File: config.mk
export PLATFORM = sky130hd
export DESIGN_NAME = bounded_deque_with_search
export DESIGN_NICKNAME = d
export VERILOG_FILES = /design/src/rtl/bdq_pkg.sv /design/src/rtl/bounded_deque_with_search.sv /design/src/rtl/bdq_ram.sv
export VERILOG_INCLUDE_DIRS = /design/src /design/src/rtl
export SDC_FILE = /design/constraint.sdc
export NUM_CORES = 1
export LEC_CHECK = 0
export BUFFER_PORTS_ARGS = -buffer_cell sky130_fd_sc_hd__buf_2
export CAP_MARGIN = 20
export CORE_MARGIN = 2
export CORE_UTILIZATION = 36
export DETAILED_ROUTE_END_ITERATION = 8
export GPL_TIMING_DRIVEN = 1
export PLACE_DENSITY = 0.53
export SLEW_MARGIN = 20
export SYNTH_ARGS = -nofsm -noshare
export SYNTH_HDL_FRONTEND = slang
export SYNTH_HIERARCHICAL = 1
export SYNTH_SLANG_ARGS = --single-unit
File: constraint.sdc
create_clock -name clk -period 4.8 [get_ports clk]
set_input_delay 0.48 -clock clk [delete_from_list [all_inputs] [get_ports clk]]
set_output_delay 0.48 -clock clk [all_outputs]
set_load 0.05 [all_outputs]
File: src/rtl/bounded_deque_with_search_assert.svh
// Assertion macros for the bounded deque with search.
// Used by the top level only; needs clk and rst_n in scope.
`ifndef BOUNDED_DEQUE_WITH_SEARCH_ASSERT_SVH
`define BOUNDED_DEQUE_WITH_SEARCH_ASSERT_SVH

// assert that a implies b at every clock edge out of reset
`define BDQ_ASSERT_IMPL(label, a, b, msg) \
    label: assert property (@(posedge clk) disable iff (!rst_n) (a) |-> (b)) \
        else $error(msg);

// assert that a implies b in the next cycle
`define BDQ_ASSERT_NEXT(label, a, b, msg) \
    label: assert property (@(posedge clk) disable iff (!rst_n) (a) |=> (b)) \
        else $error(msg);

`endif

File: src/rtl/bdq_pkg.sv
// Package for the bounded deque with search: sizes, op and status codes.
// No dependencies.
`timescale 1ns / 1ps
`default_nettype none
package bdq_pkg;
    localparam int CAPACITY = 16;
    localparam int SLOT_W = $clog2(CAPACITY);
    localparam int CNT_W = $clog2(CAPACITY + 1);
    localparam int VAL_W = 32;
    localparam int LINK_W = 2 * SLOT_W;

    typedef logic [SLOT_W-1:0] slot_t;
    typedef logic [CNT_W-1:0] cnt_t;

    typedef enum logic [2:0] {
        OP_PUSH_FRONT = 3'd0,
        OP_PUSH_BACK  = 3'd1,
        OP_POP_FRONT  = 3'd2,
        OP_POP_BACK   = 3'd3,
        OP_LOOKUP     = 3'd4,
        OP_DELETE     = 3'd5,
        OP_MINMAX     = 3'd6,
        OP_NONE       = 3'd7
    } op_t;

    typedef enum logic [1:0] {
        ST_OK        = 2'd0,
        ST_FULL      = 2'd1,
        ST_EMPTY     = 2'd2,
        ST_NOT_FOUND = 2'd3
    } status_t;

    localparam logic [VAL_W-1:0] VAL_POS_MAX = 32'h7FFF_FFFF;
    localparam logic [VAL_W-1:0] VAL_NEG_MIN = 32'h8000_0000;
endpackage
`default_nettype wire

File: src/rtl/bounded_deque_with_search.sv
// Top level of the bounded deque with search: sequencer over value and link RAMs.
// Depends on bdq_pkg, bdq_ram and bounded_deque_with_search_assert.svh.
`timescale 1ns / 1ps
`default_nettype none
// One request at a time: a word is taken only in idle with the result register
// empty. A full push, an empty pop or search and op 7 load the result straight
// from idle; a push on an empty list passes through the done state, any other
// push writes the new entry, then reads and rewrites the neighbor's links. A pop
// reads the links of the removed entry, then, unless it was the last entry, reads
// and rewrites the neighbor's links. Lookup walks from the head until a hit or the
// last entry, min/max over the whole list, at one value and link read per entry.
// Delete walks likewise, and each neighbor whose link changes costs a read and a
// write of the link RAM. The next word can be taken in the cycle after the result is accepted.
module bounded_deque_with_search (
    input  wire logic        clk,
    input  wire logic        rst_n,
    input  wire logic        s_tvalid,
    output logic             s_tready,
    input  wire logic [71:0] s_tdata,   // op[2:0], value[34:3], key[66:35], zero
    output logic             m_tvalid,
    input  wire logic        m_tready,
    output logic [71:0]      m_tdata    // status[1:0], found[2], length[7:3],
                                        // min_value[39:8], max_value[71:40]
);
    import bdq_pkg::*;

    typedef enum logic [2:0] {
        S_IDLE, S_WALK_CHK, S_UNL_CHK, S_FIXP_RD, S_FIXP_WR, S_FIXN_RD, S_FIXN_WR,
        S_DONE
    } state_t;

    state_t state_reg;
    logic [CAPACITY-1:0] free_reg;
    slot_t head_reg, tail_reg, cur_reg, unl_reg;
    slot_t fixp_addr_reg, fixp_val_reg, fixn_addr_reg, fixn_val_reg;
    logic fixn_need_reg;
    cnt_t count_reg, step_reg;
    op_t op_reg;
    logic [VAL_W-1:0] key_reg, mn_reg, mx_reg;
    logic out_valid_reg;
    logic [71:0] out_reg;

    // value RAM and link RAM {next, prev}
    logic v_we, l_we;
    slot_t v_waddr, v_raddr, l_waddr, l_raddr;
    logic [VAL_W-1:0] v_wdata, v_rdata;
    logic [LINK_W-1:0] l_wdata, l_rdata;

    bdq_ram #(.WIDTH(VAL_W), .DEPTH(CAPACITY)) u_val (
        .clk(clk), .we(v_we), .waddr(v_waddr), .wdata(v_wdata),
        .raddr(v_raddr), .rdata(v_rdata));
    bdq_ram #(.WIDTH(LINK_W), .DEPTH(CAPACITY)) u_link (
        .clk(clk), .we(l_we), .waddr(l_waddr), .wdata(l_wdata),
        .raddr(l_raddr), .rdata(l_rdata));

    logic in_acc;
    op_t in_op;
    logic [VAL_W-1:0] in_value, in_key;
    slot_t free_slot;
    logic any_free;
    logic is_push, push_ok, hit, walk_last;
    slot_t nx, pv;

    assign in_op = op_t'(s_tdata[2:0]);
    assign in_value = s_tdata[34:3];
    assign in_key = s_tdata[66:35];
    assign s_tready = (state_reg == S_IDLE) && !out_valid_reg;
    assign in_acc = s_tvalid && s_tready;
    assign m_tvalid = out_valid_reg;
    assign m_tdata = out_reg;
    assign nx = l_rdata[LINK_W-1:SLOT_W];
    assign pv = l_rdata[SLOT_W-1:0];
    assign is_push = (in_op == OP_PUSH_FRONT) || (in_op == OP_PUSH_BACK);
    assign push_ok = (count_reg < cnt_t'(CAPACITY)) && any_free;
    assign hit = (v_rdata == key_reg);
    assign walk_last = (step_reg + 1'b1 == count_reg);

    always_comb
    begin
        free_slot = '0;
        any_free = 1'b0;
        for (int i = CAPACITY - 1; i >= 0; i--)
        begin
            if (free_reg[i])
            begin
                free_slot = slot_t'(i);
                any_free = 1'b1;
            end
        end
    end

    function automatic logic [71:0] pack(status_t st, logic f, cnt_t n,
                                         logic [VAL_W-1:0] mn, logic [VAL_W-1:0] mx);
        pack = {mx, mn, n, f, st};
    endfunction

    // RAM port control
    always_comb
    begin
        v_we = 1'b0;
        v_waddr = free_slot;
        v_wdata = in_value;
        l_we = 1'b0;
        l_waddr = free_slot;
        l_wdata = '0;
        v_raddr = head_reg;
        l_raddr = head_reg;
        unique case (state_reg)
            S_IDLE:
            begin
                if (in_acc && is_push && push_ok)
                begin
                    v_we = 1'b1;
                    l_we = 1'b1;
                    if (count_reg == '0)
                        l_wdata = {free_slot, free_slot};
                    else if (in_op == OP_PUSH_FRONT)
                        l_wdata = {head_reg, free_slot};
                    else
                        l_wdata = {free_slot, tail_reg};
                end
                if (in_op == OP_POP_BACK)
                    l_raddr = tail_reg;
            end
            S_WALK_CHK:
            begin
                v_raddr = nx;
                l_raddr = (op_reg == OP_DELETE && hit) ? cur_reg : nx;
            end
            S_FIXP_RD:
            begin
                l_raddr = fixp_addr_reg;
            end
            S_FIXP_WR:
            begin
                l_we = 1'b1;
                l_waddr = fixp_addr_reg;
                l_wdata = {fixp_val_reg, pv};
            end
            S_FIXN_RD:
            begin
                l_raddr = fixn_addr_reg;
            end
            S_FIXN_WR:
            begin
                l_we = 1'b1;
                l_waddr = fixn_addr_reg;
                l_wdata = {nx, fixn_val_reg};
            end
            default:
            begin
            end
        endcase
    end

    always_ff @(posedge clk or negedge rst_n)
    begin
        if (!rst_n)
        begin
            state_reg <= S_IDLE;
            free_reg <= '1;
            head_reg <= '0;
            tail_reg <= '0;
            cur_reg <= '0;
            unl_reg <= '0;
            fixp_addr_reg <= '0;
            fixp_val_reg <= '0;
            fixn_addr_reg <= '0;
            fixn_val_reg <= '0;
            fixn_need_reg <= 1'b0;
            count_reg <= '0;
            step_reg <= '0;
            op_reg <= OP_NONE;
            key_reg <= '0;
            mn_reg <= '0;
            mx_reg <= '0;
            out_valid_reg <= 1'b0;
            out_reg <= '0;
        end
        else
        begin
            if (m_tvalid && m_tready)
                out_valid_reg <= 1'b0;
            unique case (state_reg)
                S_IDLE:
                begin
                    if (in_acc)
                    begin
                        op_reg <= in_op;
                        key_reg <= in_key;
                        mn_reg <= VAL_POS_MAX;
                        mx_reg <= VAL_NEG_MIN;
                        step_reg <= '0;
                        cur_reg <= head_reg;
                        unique case (in_op)
                            OP_PUSH_FRONT, OP_PUSH_BACK:
                            begin
                                if (push_ok)
                                begin
                                    free_reg[free_slot] <= 1'b0;
                                    count_reg <= count_reg + 1'b1;
                                    fixn_need_reg <= 1'b0;
                                    if (count_reg == '0)
                                    begin
                                        head_reg <= free_slot;
                                        tail_reg <= free_slot;
                                        state_reg <= S_DONE;
                                    end
                                    else if (in_op == OP_PUSH_FRONT)
                                    begin
                                        head_reg <= free_slot;
                                        fixn_addr_reg <= head_reg;
                                        fixn_val_reg <= free_slot;
                                        state_reg <= S_FIXN_RD;
                                    end
                                    else
                                    begin
                                        tail_reg <= free_slot;
                                        fixp_addr_reg <= tail_reg;
                                        fixp_val_reg <= free_slot;
                                        state_reg <= S_FIXP_RD;
                                    end
                                end
                                else
                                begin
                                    out_reg <= pack(ST_FULL, 1'b0, count_reg, '0, '0);
                                    out_valid_reg <= 1'b1;
                                end
                            end
                            OP_POP_FRONT, OP_POP_BACK:
                            begin
                                if (count_reg == '0)
                                begin
                                    out_reg <= pack(ST_EMPTY, 1'b0, count_reg, '0, '0);
                                    out_valid_reg <= 1'b1;
                                end
                                else
                                begin
                                    unl_reg <= (in_op == OP_POP_BACK) ? tail_reg : head_reg;
                                    state_reg <= S_UNL_CHK;
                                end
                            end
                            OP_LOOKUP, OP_DELETE, OP_MINMAX:
                            begin
                                if (count_reg == '0)
                                begin
                                    out_reg <= (in_op == OP_MINMAX) ?
                                        pack(ST_EMPTY, 1'b0, count_reg,
                                             VAL_POS_MAX, VAL_NEG_MIN) :
                                        pack(ST_NOT_FOUND, 1'b0, count_reg, '0, '0);
                                    out_valid_reg <= 1'b1;
                                end
                                else
                                begin
                                    state_reg <= S_WALK_CHK;
                                end
                            end
                            default:
                            begin
                                out_reg <= pack(ST_OK, 1'b0, count_reg, '0, '0);
                                out_valid_reg <= 1'b1;
                            end
                        endcase
                    end
                end
                S_WALK_CHK:
                begin
                    // RAM outputs hold entry cur_reg
                    step_reg <= step_reg + 1'b1;
                    if (op_reg == OP_MINMAX)
                    begin
                        cur_reg <= nx;
                        if ($signed(v_rdata) < $signed(mn_reg))
                            mn_reg <= v_rdata;
                        if ($signed(v_rdata) > $signed(mx_reg))
                            mx_reg <= v_rdata;
                        if (walk_last)
                            state_reg <= S_DONE;
                    end
                    else if (hit)
                    begin
                        if (op_reg == OP_DELETE)
                        begin
                            unl_reg <= cur_reg;
                            state_reg <= S_UNL_CHK;
                        end
                        else
                        begin
                            state_reg <= S_DONE;
                        end
                    end
                    else if (walk_last)
                    begin
                        out_reg <= pack(ST_NOT_FOUND, 1'b0, count_reg, '0, '0);
                        out_valid_reg <= 1'b1;
                        state_reg <= S_IDLE;
                    end
                    else
                    begin
                        cur_reg <= nx;
                    end
                end
                S_UNL_CHK:
                begin
                    // link RAM output holds the links of unl_reg
                    free_reg[unl_reg] <= 1'b1;
                    count_reg <= count_reg - 1'b1;
                    fixp_addr_reg <= pv;
                    fixp_val_reg <= nx;
                    fixn_addr_reg <= nx;
                    fixn_val_reg <= pv;
                    fixn_need_reg <= (unl_reg != tail_reg);
                    if (count_reg == cnt_t'(1))
                    begin
                        head_reg <= '0;
                        tail_reg <= '0;
                        state_reg <= S_DONE;
                    end
                    else
                    begin
                        if (unl_reg == head_reg)
                            head_reg <= nx;
                        if (unl_reg == tail_reg)
                            tail_reg <= pv;
                        if (unl_reg != head_reg)
                            state_reg <= S_FIXP_RD;
                        else
                            state_reg <= S_FIXN_RD;
                    end
                end
                S_FIXP_RD:
                begin
                    state_reg <= S_FIXP_WR;
                end
                S_FIXP_WR:
                begin
                    state_reg <= fixn_need_reg ? S_FIXN_RD : S_DONE;
                end
                S_FIXN_RD:
                begin
                    state_reg <= S_FIXN_WR;
                end
                S_FIXN_WR:
                begin
                    state_reg <= S_DONE;
                end
                S_DONE:
                begin
                    out_reg <= (op_reg == OP_MINMAX) ?
                        pack(ST_OK, 1'b0, count_reg, mn_reg, mx_reg) :
                        pack(ST_OK, (op_reg == OP_LOOKUP || op_reg == OP_DELETE),
                             count_reg, '0, '0);
                    out_valid_reg <= 1'b1;
                    state_reg <= S_IDLE;
                end
                default:
                begin
                    state_reg <= S_IDLE;
                end
            endcase
        end
    end

    `include "bounded_deque_with_search_assert.svh"
    `BDQ_ASSERT_IMPL(a_count_bound, 1'b1, count_reg <= cnt_t'(CAPACITY), "count over capacity")
    `BDQ_ASSERT_IMPL(a_idle_ready, s_tready, state_reg == S_IDLE, "ready outside idle")
    `BDQ_ASSERT_NEXT(a_out_hold, m_tvalid && !m_tready, m_tvalid && $stable(m_tdata), "result dropped")
    `BDQ_ASSERT_NEXT(a_one_word, s_tvalid && s_tready, !s_tready, "second word taken")
endmodule
`default_nettype wire

File: src/rtl/bdq_ram.sv
// Generic single-port-write, single-port-read RAM with registered read.
// No dependencies.
`timescale 1ns / 1ps
`default_nettype none
module bdq_ram #(
    parameter int WIDTH = 32,
    parameter int DEPTH = 16
) (
    input  wire logic                     clk,
    input  wire logic                     we,
    input  wire logic [$clog2(DEPTH)-1:0] waddr,
    input  wire logic [WIDTH-1:0]         wdata,
    input  wire logic [$clog2(DEPTH)-1:0] raddr,
    output logic      [WIDTH-1:0]         rdata
);
    logic [WIDTH-1:0] mem [DEPTH];

    always_ff @(posedge clk)
    begin
        if (we)
        begin
            mem[waddr] <= wdata;
        end
        rdata <= mem[raddr];
    end
endmodule
`default_nettype wire

==> key figures, run 1 <==
Yosys
  • Post-synthesis sequential area ratio: 66.0%
  • Post-Synth XOR/XNOR Area: 1.23%
  • Async SR Flop Fraction: 25.6%
  • Main flop type after synthesis: edfxtp_1
  • Compound-Gate Fraction of Synth Area: 8.70%
  • Distinct cell type count of the synthesized netlist: 84
  • Synthesized net count: 2824
  • Syn_area_per_cell: 14.6 sq um
  • Post-Syn Instances: 2681
  • Synthesized cell area: 39200 sq um
  • Post-synth EDFFs: 640
  • Mux contribution to synthesized area: 11.1%
  • Synthesis Warnings: 6
  • Post-Synth Simple-Gate Area: 7.75%
  • Adder-Cell Fraction of Synth Area: 2.14%
  • Combinational family with the most area after synthesis: multiplexers
  • #FFs+latches synth: 914

Worst setup path
  • Worst EP required: 5.34 ns
  • Slowest cell on crit path: mux4_1
  • Crit path kind: flop to flop
  • Crit start category: flop
  • CP endpoint kind: flop
  • Worst R2R Setup Slack: 0.81 ns
  • Crit-path most repeated cell: nand2_1
  • Worst path cell trace: xnor2_1, nand4_1, nor4_1, nand2_1, nor2_1, mux2i_1, o22ai_4, buf_12, mux4_1, a22oi_1, nand2_1
  • Worst endpoint data arrival time: 4.53 ns
  • Slowest stage delay, CP: 0.59 ns
  • Crit path max fanout: 32

Power and ir drop
  • IR drop worst, VDD: 0.466 mV
  • Pleak: 17.2 nW
  • Cell Pwr Density: 699 nW/um^2

Timing
  • Hold_ws: 0.0285 ns
  • Final worst path period need: 3.99 ns
  • Final hold vios: 0
  • Worst-margin pin slew: 0.903 ns
  • Final setup skew: 0.0441 ns
  • Crit share post-route: 83.1%
  • Final setup fails: 0
  • Max Freq: 251 MHz
  • Slew Viols, Final: 0
  • Setup_tns: 0 ns
  • RSZ-0062 raised after global routing: no
  • Slew headroom: 39.7%

Hold path
  • Hold Crit Class: input port to flop

Route
  • Initial drt markers: 2433
  • Via density: 5.53
  • Vias: 24000
  • Final ANT Viol Nets: 0
  • Avg WL per Cell: 23.6 microns
  • DRT Pass-1 Iters: 5
  • Routed wire length: 102000 microns
  • Drt drc: 0

Clock tree
  • Total CTS buffers: 97
  • Clk pin slew, worst setup/hold paths: 0.06 ns
  • Post-CTS setup buffers: 0
  • CTS max path bufs: 3
  • Clock latency at the later pin of the worst-skew pair: 0.70 ns
  • CTS tree: built
  • CTS Sinks: 914
  • Post-CTS sizing: 0
  • Clock root cell: clkbuf_16
  • Max H-tree Level: 3

Finish
  • Most flop-heavy register: u_val/mem
  • Post-route cell area: 45600 sq um
  • P&R area growth vs syn: 16.1%
  • Non-Filler Instances: 4348
  • Layout cells sized above 1: 20.8%
  • Fin util: 42.0%
  • Number of flip-flops in the largest register: 512
  • Post-layout nets: 2992

Floorplan
  • # rows: 121
  • Starting Density: 36.2%
  • Die Span X: 334 microns
  • Core area: 109000 sq um
  • Die Ht: 334 microns
  • Ports: 150
  • Die ar.: 112000 sq um

Placed design
  • DP Cell Count: 4156
  • DP Area: 42000 sq um
  • IO Port Bufs: 144
  • Routability Congestion: 0.863
  • Placed wire-length estimate: 64300 microns

Global route
  • Grt total ovfl: 0
  • Gr usage total: 18.3%
  • Antenna violations before repair: 18
  • First-pass GRT wire length: 155000 microns
  • Vias in the first global route: 24300
  • Pin count of the biggest net entering global routing: 118

Run
  • Max cap viols: 0

Status
  • Status: finished, final reports clean
critical path: cells and delay by family, from the launching register on:
family | cells | cell delay [ns]
AO/OA/AOI/OAI | 2 | 0.51
XOR/XNOR | 1 | 0.22
buffers and inverters | 1 | 0.28
flip-flops | 1 | 0.51
multiplexers | 2 | 0.78
AND/OR/NAND/NOR | 5 | 1.48
power by group:
group          internal (mW)  switching, mW
Sequential              9.69           1.15
Clock                   4.72           3.22
Combinational           5.25           7.78
Total                   19.7           12.2
logic make-up (layout without fill, tap and decap cells):
group                    after synthesis  count (layout)
XOR/XNOR                              55              55
buffers and inverters                280             532
AND/OR/NAND/NOR                      651             651
multiplexers                         229             229
flip-flops                           914             914
adder cells (fa/ha/maj)               67              67
AO/OA/AOI/OAI                        485             485
other                                  0               1
through the flow:
stage	power [mW]	setup slack, ns
final	31.8	0.811
after CTS	32.0	0.839
after floorplan	19.9	0.164
after global routing	33.6	0.637
after global placement	23.8	0.924
after detailed placement	24.0	0.893
final timing paths:
check	startpoint	end	cells after the start
max	u_val/rdata[5]$_DFF_P_	u_link/rdata[3]$_DFF_P_	11
min	s_tdata[44]	key_reg[9]$_DFFE_PN0P_	3
max reg2reg	u_val/rdata[5]$_DFF_P_	u_link/rdata[3]$_DFF_P_	11
min reg2reg	m_tdata[7]$_DFFE_PN0P_	m_tdata[7]$_DFFE_PN0P_	1
max in group asynchronous	rst_n	key_reg[30]$_DFFE_PN0P_	3
min in group asynchronous	rst_n	count_reg[3]$_DFFE_PN0P_	2
timing repair:
| item | in CTS | in global routing |
|---|---|---|
| setup endpoints to repair | 0 | 0 |
| hold buffers | 8 | 0 |
| endpoints found under the hold margin | 59 | 0 |
placed cells by master, fill, tap and decap left out, types with 17 or more instances in the layout:
cell,instances
and3_1,33
dfrtp_1,215
clkbuf_16,99
nor2_1,109
buf_2,143
xnor2_1,49
o22a_1,38
nand2_1,280
a31oi_1,22
a21oi_1,106
clkinv_1,17
mux4_2,146
dfstp_2,19
dfxtp_1,40
ha_1,66
nor3_1,24
a22oi_1,84
mux2i_1,57
inv_1,116
a22o_1,34
nand4_1,50
o211ai_1,32
buf_4,65
o311a_1,29
edfxtp_1,640
o21ai_0,59
nand3_1,57
cells in the mapped netlist (all sizes together), types with 12 or more instances:
| library cell | n | share of area, % |
|---|---|---|
| edfxtp | 640 | 49 |
| nand2 | 283 | 2.7 |
| dfrtp | 215 | 14 |
| mux4 | 160 | 9.3 |
| nor2 | 124 | 1.2 |
| inv | 118 | 1.1 |
| a21oi | 107 | 1.4 |
| clkbuf | 90 | 0.86 |
| a22oi | 84 | 1.6 |
| buf | 69 | 1.0 |
| ha | 67 | 2.1 |
| o21ai | 62 | 0.80 |
| mux2i | 57 | 1.5 |
| nand3 | 57 | 0.73 |
| nand4 | 50 | 0.80 |
| xnor2 | 49 | 1.1 |
| dfxtp | 40 | 2.0 |
| o22a | 38 | 0.85 |
| a22o | 34 | 0.76 |
| and3 | 33 | 0.53 |
| o211ai | 32 | 0.61 |
| nor3 | 31 | 0.42 |
| o311a | 29 | 0.74 |
| a31oi | 22 | 0.35 |
| dfstp | 19 | 1.3 |
| o22ai | 14 | 0.22 |
| a21o | 12 | 0.23 |
| mux2 | 12 | 0.34 |
| nor2b | 12 | 0.19 |
layer usage:
metal,share of wire (%),wire length [microns],GRT usage (%),vias up
li1,-,-,-,10700
met3,6.6,6790,3.32,151
met2,47,48200,29.4,811
met5,0.077,79,0,-
met1,44,45200,25.6,12400
met4,2.1,2170,4.74,12
area by class of cell:
class                      count  area, sq um
multi-input combinational   1487        12400
tap                         1414         1770
antenna                        1         2.50
fill                        9685        63000
timing repair buffer         231         1580
sequential                   914        25900
clock inverter                62          822
inverter                     118          443
clock buffer                 121         2620
Note: power is estimated with default switching activity, not from simulation.
==> run 2: changes to the inputs <==
ABC_AREA = 1   (was unset)
PLACE_DENSITY = 0.51   (was 0.53)
clock period = 4 ns   (was 4.8 ns; I/O delays follow)
==> run 2 against run 1 <==
  * Non-clock buffer count up 44
  * Critical path depth down 1
  * Sequential share of layout area down 3.4 points
  * Combinational power up 32%
  * Worst hold slack better by 0.0097 ns
  * Final cell count up 45%
  * Largest cell class unchanged
  * Routed wire length up 14%
  * First-iteration DRC count up 3.9%
  * Maximum frequency up 14%
  * Critical endpoint is now u_link/mem[7][0]$_DFFE_PP_
  * Utilization down 0.24 points
==> key figures, run 2 <==
Global route
  • Grt total ovfl: 0
  • Gr usage total: 19.3%
  • Vias in the first global route: 29000
  • Pin count of the biggest net entering global routing: 143
  • First-pass GRT wire length: 178000 microns
  • Antenna violations before repair: 16

Floorplan
  • Die Span X: 346 microns
  • Starting Density: 36.2%
  • Core area: 116000 sq um
  • Die ar.: 120000 sq um
  • Die Ht: 346 microns
  • # rows: 125
  • Ports: 150

Route
  • Final ANT Viol Nets: 0
  • Vias: 30400
  • Via density: 4.81
  • Initial drt markers: 2528
  • Routed wire length: 117000 microns
  • Drt drc: 0
  • DRT Pass-1 Iters: 7
  • Avg WL per Cell: 18.5 microns

Timing
  • Crit share post-route: 87.4%
  • Final hold vios: 0
  • Worst-margin pin slew: 1.20 ns
  • Hold_ws: 0.0382 ns
  • RSZ-0062 raised after global routing: no
  • Final setup skew: 0.0237 ns
  • Setup_tns: 0 ns
  • Final worst path period need: 3.50 ns
  • Final WS setup: 0.503 ns
  • Slew Viols, Final: 0
  • Final setup fails: 0
  • Slew headroom: 19.7%
  • Max Freq: 286 MHz

Yosys
  • Yosys top cell by area: edfxtp_1
  • Synthesis Warnings: 6
  • Top cells by count, synth: 1456 x nand2_1, 697 x inv_1, 640 x edfxtp_1, 604 x nand3_1, 215 x dfrtp_1
  • Compound-Gate Fraction of Synth Area: 4.06%
  • Combinational family with the most area after synthesis: simple AND/OR/NAND/NOR gates
  • Post-synthesis sequential area ratio: 61.6%
  • Post-Syn Instances: 4520
  • Syn_area_per_cell: 9.30 sq um
  • Adder-Cell Fraction of Synth Area: 1.99%
  • Most common cell in the synthesized netlist: nand2_1
  • #FFs+latches synth: 914
  • Post-synth EDFFs: 640
  • Distinct cell type count of the synthesized netlist: 49
  • Synth area leaders: edfxtp_1 46%, nand2_1 13%, dfrtp_1 13%
  • Top cell type's share of synthesized area: 45.7%
  • Mux contribution to synthesized area: 0%
  • Post-Synth XOR/XNOR Area: 0.729%
  • Post-Synth Simple-Gate Area: 22.4%
  • Synthesized cell area: 42000 sq um
  • Main flop type after synthesis: edfxtp_1
  • Synthesized net count: 4663
  • Async SR Flop Fraction: 25.6%

Placed design
  • Placed wire-length estimate: 72100 microns
  • Routability Congestion: 0.883
  • IO Port Bufs: 144
  • DP Worst Slack: 0.529 ns

Power and ir drop
  • Int Pwr: 21.7 mW
  • Gate power share: 44.1%
  • Total power: 38.8 mW
  • Net Sw Power: 17.1 mW
  • Flop pwr share: 31.5%
  • Sw Ratio: 44.0%
  • Clk network pwr share: 24.4%
  • Pleak: 22.0 nW
  • IR drop worst, VDD: 0.753 mV
  • Cell Pwr Density: 802 nW/um^2

Finish
  • P&R area growth vs syn: 15.2%
  • Most frequent cells in the layout: 1455 x nand2_1, 695 x inv_1, 640 x edfxtp_1
  • Layout cells sized above 1: 9.76%
  • Number of flip-flops in the largest register: 512
  • Most flop-heavy register: u_val/mem
  • ANT cells: 0
  • Commonest non-fill, non-tap cell in the layout: nand2_1
  • Post-layout nets: 4836

Clock tree
  • Max H-tree Level: 3
  • CTS tree: built
  • Clock latency at the later pin of the worst-skew pair: 0.69 ns
  • Total CTS buffers: 104
  • CTS Sinks: 914
  • CTS max path bufs: 3
  • Clk pin slew, worst setup/hold paths: 0.06 ns
  • Clock root cell: clkbuf_16
  • Post-CTS Hold Buffers: 32
  • Post-CTS sizing: 0
  • Post-CTS setup buffers: 0

Run
  • Max cap viols: 0

Worst setup path
  • R2R depth: 10
  • Crit start category: flop
  • Worst endpoint data arrival time: 3.79 ns
  • Worst EP required: 4.30 ns
  • CP endpoint kind: flop
  • Crit path max fanout: 30
  • Crit path kind: flop to flop

Hold path
  • Worst Hold Path Cells: 3
  • Hold Crit Class: input port to flop

Status
  • Status: finished, final reports clean
==> run 2: power by group through the flow <==
stage	combinational (mW)	sequential [mW]	clock, mW
finish	17.1	12.2	9.47
global route	19.0	12.4	10.1
CTS	17.2	12.2	9.71
detailed placement	17.1	12.4	0
global placement	17.0	12.4	0
floorplan	11.2	12.7	0
==> run 2: worst paths after layout <==
kind,startpoint,endpoint,slack (ns)
max,state_reg[1]$_DFFE_PN0P_,u_link/mem[7][0]$_DFFE_PP_,0.50
min,s_tdata[49],key_reg[14]$_DFFE_PN0P_,0.04
max reg2reg,state_reg[1]$_DFFE_PN0P_,u_link/mem[7][0]$_DFFE_PP_,0.50
min reg2reg,mn_reg[7]$_DFFE_PN0P_,mn_reg[7]$_DFFE_PN0P_,0.47
max in group asynchronous,rst_n,m_tdata[65]$_DFFE_PN0P_,2.67
min in group asynchronous,rst_n,count_reg[2]$_DFFE_PN0P_,0.43
==> run 2: per-stage QoR <==
stage	area, sq um	std cells	utilization (%)
4_1_cts	48400	6308	41.7
3_3_place_gp	44700	6079	38.5
2_1_floorplan	42000	4520	-
5_1_grt	48400	6308	41.7
3_5_place_dp	44700	6079	38.5
6_report	48400	6308	41.7
==> run 2: cell type report <==
class,count,area (sq um)
fillers,11400,67600
flip-flops and latches,914,25900
multi-input cells,2689,12500
clock buffers,145,2900
inverters,709,2670
repair buffers,275,2080
well taps,1524,1910
clock inverters,52,495
==> run 2: logic make-up (layout without fill, tap and decap cells) <==
group,count (synthesis),after routing
xor+xnor,35,35
simple gates,2267,2267
fa+ha+maj,67,67
buf+inv,917,1181
flops,914,914
compound gates,320,320
==> run 2: critical path, stage by stage (launching register included) <==
cell	delay, ns
dfrtp_1	0.51
nor2_4	0.16
nand2_2	0.22
nor3b_4	0.30
inv_2	0.30
nor3_2	0.25
buf_4	0.24
inv_1	0.11
nand2_1	0.15
nand3b_1	0.20
nor2_1	0.66
==> run 2: metal layers <==
metal | track usage [%] | part of all wire [%] | routed length [microns]
met1 | 27.9 | 48 | 55600
met5 | 0 | 0.063 | 73
met4 | 4.69 | 2.3 | 2670
met3 | 3.54 | 5.5 | 6390
met2 | 29.9 | 45 | 52000
==> run 3: changes to the inputs <==
HOLD_SLACK_MARGIN = 0.1   (was unset)
==> run 3 against run 2 <==
  * Non-clock buffer count grew 36
  * Clock power is essentially flat
  * Highest routed layer unchanged
  * Setup slack lost 0.022 ns
  * Sequential power is essentially flat
  * Total power is essentially flat
  * Critical path type unchanged
==> key figures, run 3 (same netlist as run 2, synthesis figures left out) <==
Timing
  • Final hold vios: 0
  • Final setup fails: 0
  • Slew headroom: 21.4%
  • Worst-margin pin slew: 1.17 ns
  • Slew Viols, Final: 0
  • Final setup skew: 0.0235 ns
  • Final worst path period need: 3.52 ns
  • Hold_ws: 0.140 ns
  • Crit share post-route: 88.0%
  • Setup_tns: 0 ns
  • RSZ-0062 raised after global routing: no
  • Max Freq: 284 MHz

Floorplan
  • # rows: 125
  • Core area: 116000 sq um
  • Die ar.: 120000 sq um
  • Starting Density: 36.2%
  • Die Span X: 346 microns
  • Ports: 150
  • Die Ht: 346 microns

Finish
  • Commonest non-fill, non-tap cell in the layout: nand2_1
  • Most flop-heavy register: u_val/mem
  • P&R area growth vs syn: 16.0%
  • Layout cells sized above 1: 9.69%
  • Number of flip-flops in the largest register: 512
  • Post-layout nets: 4872
  • FILL cells: 11400
  • Non-Filler Instances: 6346
  • Most frequent cells in the layout: 1455 x nand2_1, 695 x inv_1, 640 x edfxtp_1

Worst setup path
  • Crit path kind: flop to flop
  • Worst EP required: 4.30 ns
  • Worst reg2reg startpoint: state_reg[1]$_DFFE_PN0P_
  • Crit path max fanout: 30
  • FF-to-FF End: u_link/mem[7][0]$_DFFE_PP_
  • Crit start category: flop
  • Worst Setup SP: state_reg[1]$_DFFE_PN0P_
  • Worst R2R Setup Slack: 0.48 ns
  • CP endpoint kind: flop
  • Worst endpoint data arrival time: 3.82 ns
  • Critical Path End: u_link/mem[7][0]$_DFFE_PP_
  • R2R depth: 10

Global route
  • Grt total ovfl: 0
  • M2 GR Usage: 30.0%
  • Met1 usage: 28.0%
  • Met3 usage: 3.42%
  • First-pass GRT wire length: 178000 microns
  • Pin count of the biggest net entering global routing: 143
  • Gr busiest metal: met2
  • Vias in the first global route: 29200
  • Antenna violations before repair: 9
  • Gr usage total: 19.3%

Placed design
  • DP Cell Count: 6079
  • Routability Congestion: 0.883
  • IO Port Bufs: 144
  • Placed wire-length estimate: 72100 microns

Clock tree
  • Max H-tree Level: 3
  • CTS Sinks: 914
  • Clock root cell: clkbuf_16
  • Post-CTS sizing: 0
  • Clk pin slew, worst setup/hold paths: 0.06 ns
  • Total CTS buffers: 104
  • CTS max path bufs: 3
  • CTS tree: built
  • Clock latency at the later pin of the worst-skew pair: 0.69 ns

Run
  • Max cap viols: 0

Route
  • Avg WL per Cell: 18.4 microns
  • Drt drc: 0
  • Final ANT Viol Nets: 0
  • Routed wire length: 117000 microns
  • Initial drt markers: 2473
  • DRT Pass-1 Iters: 5
  • Vias: 30600
  • Via density: 4.82

Power and ir drop
  • IR drop worst, VDD: 0.750 mV
  • Cell Pwr Density: 796 nW/um^2
  • Pleak: 22.2 nW

Hold path
  • Worst Hold Path Cells: 1
  • Hold Crit Class: input port to flop

Status
  • Status: finished, final reports clean
run 3: cell count changes in the layout (fill, tap and decap cells not counted), sizes merged:
cell and delta:
dlygate4sd3 +36, diode +2
run 3: final cells by class:
| cell class | instances | area, sq um | share of cell area, % |
|---|---|---|---|
| diodes | 2 | 5.00 | 0.0103 |
| well taps | 1524 | 1910 | 3.91 |
| clock buffers | 145 | 2900 | 5.94 |
| flip-flops and latches | 914 | 25900 | 53.1 |
| inverters | 709 | 2670 | 5.47 |
| multi-input cells | 2689 | 12500 | 25.6 |
| repair buffers | 311 | 2440 | 5.01 |
| clock inverters | 52 | 495 | 1.02 |
run 3: layer usage:
metal  share of wire (%)  up-vias
met2                  45      762
met4                 2.2       10
met3                 5.7      174
met5               0.059        -
met1                  47    14600
li1                    -    15000
run 3: report_power, final:
group | switching (mW) | leakage (nW) | internal (mW)
clock | 3.89 | 1.67 | 5.57
combinational | 12.3 | 11.6 | 4.82
sequential | 0.877 | 8.87 | 11.4
run 3: metrics by stage:
| step | power, mW | cell area, sq um | util (%) | worst slack, ns |
|---|---|---|---|---|
| 2_1_floorplan | 23.9 | 42000 | - | 0.488 |
| 3_3_place_gp | 29.4 | 44700 | 38.5 | 0.601 |
| 3_5_place_dp | 29.5 | 44700 | 38.5 | 0.529 |
| 4_1_cts | 39.2 | 48800 | 42.0 | 0.487 |
| 5_1_grt | 41.5 | 48800 | 42.0 | 0.260 |
| 6_report | 38.9 | 48800 | 42.0 | 0.481 |
run 3: repair_timing:
item | CTS | global route
hold buffers | 68 | 0
hold endpoints to repair | 603 | 0
setup buffers | 0 | 0
setup endpoints to repair | 0 | 0
run 3: critical path, stage by stage, from the launching register on:
cell	delay, ns
dfrtp_1	0.52
nor2_4	0.17
nand2_2	0.22
nor3b_4	0.29
inv_2	0.29
nor3_2	0.26
buf_4	0.25
inv_1	0.12
nand2_1	0.15
nand3b_1	0.19
nor2_1	0.66
run 3: worst min-delay path by stage:
stage                           startpoint                    endpoint
CTS                            s_tdata[11]  u_val/mem[13][8]$_DFFE_PP_
global placement    mn_reg[24]$_DFFE_PN0P_      mn_reg[24]$_DFFE_PN0P_
global route                   s_tdata[11]   u_val/mem[4][8]$_DFFE_PP_
floorplan                            rst_n    count_reg[0]$_DFFE_PN0P_
finish                         s_tdata[11]  u_val/mem[15][8]$_DFFE_PP_
detailed placement  mx_reg[13]$_DFFE_PN0P_      mx_reg[13]$_DFFE_PN0P_
